File: src/hw/rtl/hysteresis_level_quantizer_defines.svh
// Assertion helpers for the level quantizer.
// Each macro expands to one labeled concurrent assertion on clk.
`ifndef HYSTERESIS_LEVEL_QUANTIZER_DEFINES_SVH
`define HYSTERESIS_LEVEL_QUANTIZER_DEFINES_SVH

// Checked only while out of reset.
`define HLQ_ASSERT(label, prop, msg) \
    label: assert property (@(posedge clk) disable iff (!rst_n) prop) else $error(msg);

// Checked at every edge, reset included.
`define HLQ_ASSERT_ALWAYS(label, prop, msg) \
    label: assert property (@(posedge clk) prop) else $error(msg);

`endif

File: src/hw/rtl/hlq_pkg.sv
`timescale 1ns / 1ps

package hlq_pkg;

    // Field widths
    localparam int SAMPLE_W    = 10;
    localparam int EP_BITS     = 10;
    localparam int EXT_W       = EP_BITS + 1;
    localparam int MARGIN_BITS = 8;
    localparam int LEVEL_BITS  = 3;
    localparam int CFG_IDX_W   = 3;
    localparam int CFG_DATA_W  = 10;

    // Endpoint table: up to six levels, seven boundaries
    localparam int MAX_LEVELS = 6;
    localparam int NUM_EP     = MAX_LEVELS + 1;

    // Reset values
    localparam logic [MARGIN_BITS-1:0] MARGIN_RST = 8'd10;
    localparam logic [EP_BITS-1:0]     EP0_RST    = 10'd0;
    localparam logic [EP_BITS-1:0]     EP1_RST    = 10'd550;
    localparam logic [EP_BITS-1:0]     EP_TOP_RST = 10'd1023;

    // Register indexes
    typedef enum logic [CFG_IDX_W-1:0] {
        REG_MARGIN = 3'd0,
        REG_EP0    = 3'd1,
        REG_EP1    = 3'd2,
        REG_EP2    = 3'd3,
        REG_EP3    = 3'd4,
        REG_EP4    = 3'd5,
        REG_EP5    = 3'd6,
        REG_EP6    = 3'd7
    } cfg_idx_t;

    // Configuration seen by the decision logic
    typedef struct packed {
        logic [MARGIN_BITS-1:0]           margin;
        logic [NUM_EP-1:0][EP_BITS-1:0]   ep;
    } cfg_t;

endpackage

File: src/hw/rtl/hlq_sample_if.sv
`timescale 1ns / 1ps

interface hlq_sample_if import hlq_pkg::*; ();
    logic                valid;
    logic                ready;
    logic [SAMPLE_W-1:0] sample;

    modport source (output valid, output sample, input ready);
    modport sink   (input valid, input sample, output ready);
endinterface

File: src/hw/rtl/hlq_level_if.sv
`timescale 1ns / 1ps

interface hlq_level_if import hlq_pkg::*; ();
    logic                  valid;
    logic                  ready;
    logic [LEVEL_BITS-1:0] level;

    modport source (output valid, output level, input ready);
    modport sink   (input valid, input level, output ready);
endinterface

File: src/hw/rtl/hlq_cfg_if.sv
`timescale 1ns / 1ps

interface hlq_cfg_if import hlq_pkg::*; ();
    logic                  valid;
    logic                  ready;
    logic [CFG_IDX_W-1:0]  index;
    logic [CFG_DATA_W-1:0] data;

    modport source (output valid, output index, output data, input ready);
    modport sink   (input valid, input index, input data, output ready);
endinterface

File: src/hw/rtl/hlq_cfg_regs.sv
`timescale 1ns / 1ps

module hlq_cfg_regs import hlq_pkg::*; (
    input  logic       clk,
    input  logic       rst_n,
    hlq_cfg_if.sink    cfg,
    output cfg_t       cfg_out
);

    cfg_t cfg_reg;
    cfg_t cfg_next;

    // Config writes are always accepted
    assign cfg.ready = 1'b1;

    // Register file write decode
    always_comb
    begin
        cfg_next = cfg_reg;
        if (cfg.valid)
        begin
            unique case (cfg_idx_t'(cfg.index))
                REG_MARGIN: cfg_next.margin = cfg.data[MARGIN_BITS-1:0];
                REG_EP0:    cfg_next.ep[0]  = cfg.data[EP_BITS-1:0];
                REG_EP1:    cfg_next.ep[1]  = cfg.data[EP_BITS-1:0];
                REG_EP2:    cfg_next.ep[2]  = cfg.data[EP_BITS-1:0];
                REG_EP3:    cfg_next.ep[3]  = cfg.data[EP_BITS-1:0];
                REG_EP4:    cfg_next.ep[4]  = cfg.data[EP_BITS-1:0];
                REG_EP5:    cfg_next.ep[5]  = cfg.data[EP_BITS-1:0];
                REG_EP6:    cfg_next.ep[6]  = cfg.data[EP_BITS-1:0];
            endcase
        end
    end

    always_ff @(posedge clk or negedge rst_n)
    begin
        if (!rst_n)
        begin
            cfg_reg.margin <= MARGIN_RST;
            cfg_reg.ep[0]  <= EP0_RST;
            cfg_reg.ep[1]  <= EP1_RST;
            for (int i = 2; i < NUM_EP; i++)
            begin
                cfg_reg.ep[i] <= EP_TOP_RST;
            end
        end
        else
        begin
            cfg_reg <= cfg_next;
        end
    end

    assign cfg_out = cfg_reg;

endmodule

File: src/hw/rtl/hlq_level_logic.sv
`timescale 1ns / 1ps

module hlq_level_logic import hlq_pkg::*; #(
    parameter int LEVELS = 2,
    parameter int SW     = 10
) (
    input  cfg_t                  cfg_in,
    input  logic [SW-1:0]         sample,
    input  logic [LEVEL_BITS-1:0] cur_level,
    output logic [LEVEL_BITS-1:0] next_level
);

    localparam logic [LEVEL_BITS-1:0] TOP_LEVEL = LEVEL_BITS'(LEVELS - 1);

    logic [EXT_W-1:0]          s_ext;
    logic [MAX_LEVELS-1:0]     in_band;
    logic [MAX_LEVELS-1:0]     in_range;
    logic [LEVEL_BITS-1:0]     lvl_clamped;
    logic [LEVEL_BITS-1:0]     scan_level;

    assign s_ext = EXT_W'(sample);

    // Per-level widened band and plain range checks
    always_comb
    begin
        logic [EXT_W-1:0] diff;
        logic [EXT_W-1:0] lb;
        logic [EXT_W-1:0] ub;
        logic [EXT_W-1:0] ep_lo;
        logic [EXT_W-1:0] ep_hi;
        in_band  = '0;
        in_range = '0;
        for (int i = 0; i < MAX_LEVELS; i++)
        begin
            ep_lo = EXT_W'(cfg_in.ep[i]);
            ep_hi = EXT_W'(cfg_in.ep[i+1]);
            diff  = ep_lo - EXT_W'(cfg_in.margin);
            // lower edge saturates at zero; level 0 is not widened below
            if (i == 0)
                lb = ep_lo;
            else if (diff[EXT_W-1])
                lb = '0;
            else
                lb = diff;
            ub = ep_hi + EXT_W'(cfg_in.margin);
            if (i < LEVELS)
            begin
                in_band[i]  = (s_ext >= lb) && (s_ext <= ub);
                in_range[i] = (s_ext >= ep_lo) && (s_ext <= ep_hi);
            end
        end
    end

    // Held level clamped to the top level as a guard
    assign lvl_clamped = (cur_level > TOP_LEVEL) ? TOP_LEVEL : cur_level;

    // Lowest matching range wins; no match lands on the top level
    always_comb
    begin
        scan_level = TOP_LEVEL;
        for (int i = MAX_LEVELS - 1; i >= 0; i--)
        begin
            if (in_range[i])
                scan_level = LEVEL_BITS'(i);
        end
    end

    assign next_level = in_band[lvl_clamped] ? lvl_clamped : scan_level;

endmodule

File: src/hw/rtl/hysteresis_level_quantizer.sv
`timescale 1ns / 1ps
// Multi-level hysteresis quantizer.
// Channels: in_ch carries one converter sample per item, out_ch returns one
// quantized level per item, cfg writes the margin (index 0) and the
// endpoints 0..6 (indexes 1..7); cfg is always ready and takes effect on
// the next item.
// Each sample is held in the sample register, then its level in the level
// register, which drives out_ch until the result is taken.
// Throughput: one item per cycle while out_ch takes each result; the level compare
// against the active endpoints is a single pass between those two registers, and
// the held level is the result register itself.
// Reset: the margin returns to 10, endpoints to 0, 550, 1023..., the held
// level to 0, and both stages empty.
// Stall: while out_ch is held off, the finished level waits in the result
// register and one more sample is taken into the input register; in_ch
// then drops ready until the result is taken.
// Parameters: LEVELS (2..6) sets how many endpoint ranges take part;
// SAMPLE_BITS (8..16) masks the incoming sample.

`include "hysteresis_level_quantizer_defines.svh"

module hysteresis_level_quantizer import hlq_pkg::*; #(
    parameter int LEVELS      = 2,
    parameter int SAMPLE_BITS = 10
) (
    input  logic          clk,
    input  logic          rst_n,
    hlq_cfg_if.sink       cfg,
    hlq_sample_if.sink    in_ch,
    hlq_level_if.source   out_ch
);

    localparam int SW = (SAMPLE_BITS < SAMPLE_W) ? SAMPLE_BITS : SAMPLE_W;
    localparam logic [LEVEL_BITS-1:0] TOP_LEVEL = LEVEL_BITS'(LEVELS - 1);

    cfg_t                  cfg_cur;
    logic                  in_valid_reg;
    logic [SW-1:0]         sample_reg;
    logic                  out_valid_reg;
    logic [LEVEL_BITS-1:0] level_reg;
    logic [LEVEL_BITS-1:0] level_next;
    logic                  out_free;
    logic                  advance;
    logic                  in_ready;

    hlq_cfg_regs u_cfg_regs (
        .clk     (clk),
        .rst_n   (rst_n),
        .cfg     (cfg),
        .cfg_out (cfg_cur)
    );

    hlq_level_logic #(
        .LEVELS (LEVELS),
        .SW     (SW)
    ) u_level_logic (
        .cfg_in     (cfg_cur),
        .sample     (sample_reg),
        .cur_level  (level_reg),
        .next_level (level_next)
    );

    // Stage handshake
    assign out_free = !out_valid_reg || out_ch.ready;
    assign advance  = in_valid_reg && out_free;
    assign in_ready = !in_valid_reg || advance;

    assign in_ch.ready  = in_ready;
    assign out_ch.valid = out_valid_reg;
    assign out_ch.level = level_reg;

    // Input stage
    always_ff @(posedge clk or negedge rst_n)
    begin
        if (!rst_n)
            in_valid_reg <= 1'b0;
        else if (in_ready)
            in_valid_reg <= in_ch.valid;
    end

    always_ff @(posedge clk)
    begin
        if (in_ready && in_ch.valid)
            sample_reg <= in_ch.sample[SW-1:0];
    end

    // Result stage; level_reg is also the held level
    always_ff @(posedge clk or negedge rst_n)
    begin
        if (!rst_n)
        begin
            out_valid_reg <= 1'b0;
            level_reg     <= '0;
        end
        else
        begin
            if (out_free)
                out_valid_reg <= in_valid_reg;
            if (advance)
                level_reg <= level_next;
        end
    end

    `HLQ_ASSERT_ALWAYS(a_cfg_ready, cfg.ready, "config port not ready")
    `HLQ_ASSERT(a_level_in_range, level_reg <= TOP_LEVEL, "held level above top level")
    `HLQ_ASSERT(a_advance_fills_out, advance |=> out_valid_reg, "item lost between stages")
    `HLQ_ASSERT(a_level_holds, !advance |=> $stable(level_reg), "level changed without an item")
    `HLQ_ASSERT(a_ready_when_empty, !out_valid_reg |-> in_ready, "input blocked with empty output")

endmodule

File: src/flat_wrapper.sv
// flat-port wrapper written by rule: the top's interface ports become plain ports
module hysteresis_level_quantizer_flat import hlq_pkg::*;
#(
    parameter int LEVELS      = 2,
    parameter int SAMPLE_BITS = 10
)
  (clk, rst_n, cfg_valid, cfg_index, cfg_data, cfg_ready, in_ch_valid, in_ch_sample, in_ch_ready, out_ch_valid, out_ch_level, out_ch_ready);
  hlq_cfg_if cfg_i ();
  hlq_sample_if in_ch_i ();
  hlq_level_if out_ch_i ();
  input  logic clk;
  input  logic rst_n;
  input wire logic [$bits(cfg_i.valid)-1:0] cfg_valid;
  input wire logic [$bits(cfg_i.index)-1:0] cfg_index;
  input wire logic [$bits(cfg_i.data)-1:0] cfg_data;
  output wire logic [$bits(cfg_i.ready)-1:0] cfg_ready;
  input wire logic [$bits(in_ch_i.valid)-1:0] in_ch_valid;
  input wire logic [$bits(in_ch_i.sample)-1:0] in_ch_sample;
  output wire logic [$bits(in_ch_i.ready)-1:0] in_ch_ready;
  output wire logic [$bits(out_ch_i.valid)-1:0] out_ch_valid;
  output wire logic [$bits(out_ch_i.level)-1:0] out_ch_level;
  input wire logic [$bits(out_ch_i.ready)-1:0] out_ch_ready;
  assign cfg_i.valid = cfg_valid;
  assign cfg_i.index = cfg_index;
  assign cfg_i.data = cfg_data;
  assign cfg_ready = cfg_i.ready;
  assign in_ch_i.valid = in_ch_valid;
  assign in_ch_i.sample = in_ch_sample;
  assign in_ch_ready = in_ch_i.ready;
  assign out_ch_valid = out_ch_i.valid;
  assign out_ch_level = out_ch_i.level;
  assign out_ch_i.ready = out_ch_ready;
  hysteresis_level_quantizer #(.LEVELS(LEVELS), .SAMPLE_BITS(SAMPLE_BITS)) u_core (.clk(clk), .rst_n(rst_n), .cfg(cfg_i), .in_ch(in_ch_i), .out_ch(out_ch_i));
endmodule
File: config.mk
export PLATFORM = sky130hd
export DESIGN_NAME = hysteresis_level_quantizer_flat
export DESIGN_NICKNAME = d
export VERILOG_FILES = /design/src/hw/rtl/hlq_pkg.sv /design/src/hw/rtl/hlq_sample_if.sv /design/src/hw/rtl/hlq_level_if.sv /design/src/hw/rtl/hlq_cfg_if.sv /design/src/hw/rtl/hlq_cfg_regs.sv /design/src/hw/rtl/hlq_level_logic.sv /design/src/hw/rtl/hysteresis_level_quantizer.sv /design/src/flat_wrapper.sv
export VERILOG_INCLUDE_DIRS = /design/src /design/src/hw/rtl
export SDC_FILE = /design/constraint.sdc
export NUM_CORES = 1
export LEC_CHECK = 0
export BUFFER_PORTS_ARGS = -buffer_cell sky130_fd_sc_hd__buf_2
export CORE_ASPECT_RATIO = 1.4
export CORE_MARGIN = 4
export CORE_UTILIZATION = 50
export DETAILED_ROUTE_END_ITERATION = 10
export GPL_ROUTABILITY_DRIVEN = 0
export PLACE_DENSITY_LB_ADDON = 0.2
export SLEW_MARGIN = 30
export SYNTH_ARGS = -nofsm -noshare
export SYNTH_HDL_FRONTEND = slang
export SYNTH_HIERARCHICAL = 1
export SYNTH_SLANG_ARGS = --single-unit
File: constraint.sdc
create_clock -name clk -period 10.2 [get_ports clk]
set_clock_uncertainty 0.2 [all_clocks]
set_input_delay 1.02 -clock clk [delete_from_list [all_inputs] [get_ports clk]]
set_output_delay 1.02 -clock clk [all_outputs]
set_load 0.02 [all_outputs]
=== Yosys cells after proc, flatten, opt, wreduce, memory -nomap -nowiden ===
Index checks and enable logic that the tools add are counted.

* Register bits after elaboration: 53
* Logic and storage cells: 41
* Output and inout bits: 6

* Order comparisons: 7
* $add $sub $neg: 3
* Multiplexer cells: 6
* Reductions and logical operators: 14
* Equal/unequal tests: 3

{| class="wikitable"
|+ Operators by type and width
! kind !! count
|-
| 10-bit by 8-bit adder with 11-bit output || 2
|-
| 10-bit by 11-bit less-or-equal comparator with 1-bit output || 2
|-
| 10-bit by 11-bit >= comparator with 1-bit output || 1
|-
| 10-bit by 8-bit subtractor with 11-bit output || 1
|-
| 10-bit >= comparator || 1
|-
| 10-bit less-or-equal comparator || 1
|-
| 10-bit two-way mux || 1
|-
| 2-bit AND reduction || 4
|-
| 3-bit by 2-bit == test with 1-bit output (second input constant) || 2
|-
| 3-bit two-way mux || 2
|-
| 1-bit logical AND || 5
|-
| 3-bit by 4-bit < comparator with 1-bit output (second input constant) || 1
|-
| 1-bit binary-select mux with 3-bit select || 1
|-
| 3-bit by 1-bit == test with 1-bit output (second input constant) || 1
|-
| 3-bit by 1-bit greater-than comparator with 1-bit output (second input constant) || 1
|-
| 3-bit logical NOT || 1
|-
| 1-bit logical NOT || 2
|-
| 1-bit logical OR || 2
|-
| 1-bit two-way mux || 2
|}

=== Longest topological paths before layout ===
* Word-level depth: 7
* Depth in mapped cells: 19

=== Hierarchy ===
The synthesis kept the hierarchy.

{| class="wikitable"
|+ By module, submodules not included
! module !! cells an instance !! area each (um^2) !! seq. area each (um^2) !! instances
|-
| hlq_cfg_regs || 175 || 3055.4 || 2021.9 || 1
|-
| hlq_level_logic || 305 || 2307.2 || 0.0 || 1
|-
| hysteresis_level_quantizer || 24 || 523.0 || 425.4 || 1
|}

=== Worst setup path after synthesis ===
OpenSTA, ideal clock, no wires.

* Path kind: reg-to-reg
* Start: reg u_core.u_cfg_regs.cfg_reg, in the netlist u_core/u_cfg_regs/cfg_out[71]
* End: reg u_core.level_reg[0] (netlist: u_core/out_ch.level[0])
* Period minus slack after synthesis: 3.817 ns
* Data arrival time: 3.492 ns
* Stages on the path, launching flop included: 18
* Buffers on the path: 1
* Data required time: 9.875 ns
* Slack: 6.383 ns
* Path through: dfstp_2 inv_1 fa_1 a21oi_2 o21ai_1 or2_1 o311a_1 nand2b_4 buf_6 and2_4 ha_1 nand2b_1 a31oi_1 o21ai_0 a211oi_1 or4_1 o211ai_1 mux2_4

* Cells in the longest elaborated chain, start to end: 7
* Elaborated cells between the ends (all ways): 12
* Those cells by class: add/sub: 3; order compare: 3; mux: 4; reduce/logical: 2

{| class="wikitable"
|+ Ends and longest elaborated chain
! item !! line !! text
|-
| from (decl) || hlq_cfg_regs.sv:10 || <nowiki>cfg_t cfg_reg;</nowiki>
|-
| from (signal assigned) || hlq_cfg_regs.sv:49 || <nowiki>cfg_reg <= cfg_next;</nowiki>
|-
| 10-bit by 8-bit subtractor with 11-bit output || hlq_level_logic.sv:37 || <nowiki>diff = ep_lo - EXT_W'(cfg_in.margin);</nowiki>
|-
| 10-bit two-way mux || hlq_level_logic.sv:41 || <nowiki>else if (diff[EXT_W-1])</nowiki>
|-
| 10-bit by 11-bit >= comparator with 1-bit output || hlq_level_logic.sv:48 || <nowiki>in_band[i] = (s_ext >= lb) && (s_ext <= ub);</nowiki>
|-
| 1-bit logical AND || hlq_level_logic.sv:48 ||
|-
| 1-bit binary-select mux with 3-bit select (*) || hlq_level_logic.sv:68 || <nowiki>assign next_level = in_band[lvl_clamped] ? lvl_clamped : scan_level;</nowiki>
|-
| 1-bit two-way mux (not written as such) (*) || hlq_level_logic.sv:68 ||
|-
| 3-bit two-way mux (*) || hlq_level_logic.sv:68 ||
|-
| via u_core.level_next[0] || hysteresis_level_quantizer.sv:41 || <nowiki>logic [LEVEL_BITS-1:0] level_next;</nowiki>
|-
| to (signal assigned) || hysteresis_level_quantizer.sv:100 || <nowiki>level_reg <= level_next;</nowiki>
|-
| to (decl) || hysteresis_level_quantizer.sv:40 || <nowiki>logic [LEVEL_BITS-1:0] level_reg;</nowiki>
|}

The timed path passes the listed nets; every way through them passes the cells marked *. The select of a mux whose other input is x is not followed.
A chain may end at the register's enable or synchronous reset.

=== Worst setup path after layout ===
Ends and elaborated chain as after synthesis.

==> reports/metrics.yaml <==
clock_network:
  clock_path_buffers: 2
  clock-sinks: 53
  cts_buffers: 5
  insertion_delay_ns: 0.30
  clk_pin_slew_worst_paths_ns: 0.07
  htreeDepth: 2
  cts-resized-gates: 0
  cts_hold_buf: 0
  cts_setup_buffers: 0
  clockRootBuffer: "clkbuf_16"
  cts_tree: "built"
detailed_routing:
  drt_wl_total_mm: 9.44
  via_count: 3114
  drc: 0
  ant_nets: 0
  first_iter_violations: 104
  dr.pass1.iters: 4
  wire_per_inst_um: 17.2
  via_per_inst: 5.68
floorplanning:
  io_pins: 34
  die_area_um2: 10200
  start_util_pct: 52.2
  die_h_um: 118
  rows: 39
  coreArea_um2: 8300
  die_x_um: 86.6
pwr:
  intPower_uw: 660
  p_sw_uw: 433
  vdd.ir_drop.worst_mv: 0.110
  p_seq_share_pct: 28.2
  power_density_nw_per_um2: 231
  swShare_pct: 39.6
  p_leak_uw: 0.00216
  p_clk_share_pct: 17.5
  combPwrFrac_pct: 54.3
grt:
  grt_pass1_vias: 3280
  antenna_found_initial: 0
  overflow: 0
  grt_max_degree: 44
  grt_use_total_pct: 19.7
  grt_pass1_wl_mm: 15.8
critical_path:
  r2r_start: "u_core/u_cfg_regs/cfg_out[71]"
  r2r_end: "u_core/out_ch.level[0]"
  arrival_ns: 4.23
  start_kind: "flip-flop"
  r2r_cells: 16
  critical_path_class: "reg -> reg"
  ff2ff_setup_slack_ns: 6.02
  crit_path_max_fanout: 8
  endpoint_kind: "flip-flop"
  crit_required_ns: 10.25
hold_path:
  worstHoldStart: "u_core/u_cfg_regs/cfg_out[2]"
  hold_path_depth: 1
  min_to: "u_core/u_cfg_regs/cfg_out[2]"
  hold_path_class: "reg -> reg"
cells_and_area:
  largest_register_ffs: 38
  area.growth.synth_to_final_pct: 9.19
  drive_above_1_share_pct: 23.8
  finish.net_count: 550
  final_util_pct: 57.0
  num_antenna_cells: 0
synthesis:
  syn_inst: 417
  yosys_warnings: 6
  syn_avg_cell_area_um2: 10.4
  syn_area_um2: 4330
sta:
  worst_slew_pin_slew_ns: 0.857
  fmax_mhz: 239
  setup_tns_ns: 0
  max_slew_margin_pct: 42.8
  hold_violations: 0
  rsz0062_at_grt: "no"
  fin_crit_ns: 4.18
  setup_viol: 0
  slew_violations: 0
  fin_crit_sh_pct: 41.0
placed_design:
  port_buffers: 32
  place.detailed.hpwl_mm: 7.72
flow_run:
  cap_violations: 0
outcome:
  status: "finished, final reports clean"
==> worst max-delay path: stages (launching register included) <==
cell and delay, ns:
dfstp_2 0.56, inv_1 0.12, fa_1 0.46, a21oi_2 0.16, o21ai_1 0.10, or2_1 0.23
o311a_1 0.34, nand2b_4 0.19, and2_4 0.18, ha_1 0.25, nand2b_1 0.09, a31oi_1 0.08
o21ai_0 0.27, a211oi_1 0.12, or4_1 0.51, o211ai_1 0.12, mux2_4 0.17
==> per-layer routing <==
layer	up-vias	share of wire, %	track usage, %
met1	1505	44	23.5
met2	46	52	34.9
met5	-	0	0
met4	0	2.3	7.02
met3	13	2.5	2.87
li1	1550	-	-
==> stage by stage <==
step                hold slack, ns  area [µm²]  power [µW]  cells  setup WS (ns)
finish                       0.308        4730        1090    548           6.02
floorplan                    0.281        4330         763    418           6.38
detailed placement           0.295        4560         903    540           6.04
global route                 0.336        4730        1190    548           5.76
global placement             0.293        4560         879    540           6.16
CTS                          0.309        4720        1100    548           6.00
==> cell type report <==
type	count	area (µm²)
flip-flops and latches	53	1400
clock buffers	6	129
multi-input cells	316	2730
clock inverters	2	35.0
well taps	102	128
repair buffers	33	170
inverters	36	135
fillers	750	3570
==> power by group through the flow <==
stage          clock [µW]  sequential, µW  combinational (µW)
3_5_place_dp            0             313                 590
5_1_grt               203             315                 675
2_1_floorplan           0             301                 461
3_3_place_gp            0             311                 568
4_1_cts               197             309                 594
6_report              191             308                 594
==> placed cells by master, fill, tap and decap left out, types with 5 or more instances in the layout <==
master	instances
a211oi_1	5
a21oi_1	17
a31oi_1	5
buf_2	31
clkbuf_16	5
dfrtp_1	27
dfstp_2	16
edfxtp_1	10
ha_1	74
inv_1	36
mux2_2	38
nand2_1	22
nand4_1	5
nor2_1	21
nor2b_1	8
nor3_1	6
o211ai_1	5
o21ai_0	21
xnor2_1	11
xor2_1	9
==> how the worst max path moves through the flow <==
stage	cells after the start	slack [ns]	startpoint	to
finish	16	6.02	u_core/u_cfg_regs/cfg_out[71]	u_core/out_ch.level[0]
global route	16	5.76	u_core/u_cfg_regs/cfg_out[71]	u_core/out_ch.level[0]
CTS	16	6.00	u_core/u_cfg_regs/cfg_out[71]	u_core/out_ch.level[0]
detailed placement	16	6.04	u_core/u_cfg_regs/cfg_out[71]	u_core/out_ch.level[0]
global placement	16	6.16	u_core/u_cfg_regs/cfg_out[71]	u_core/out_ch.level[0]
floorplan	17	6.38	u_core/u_cfg_regs/cfg_out[71]	u_core/out_ch.level[0]
No activity file was read; power rests on OpenSTA's default activity.
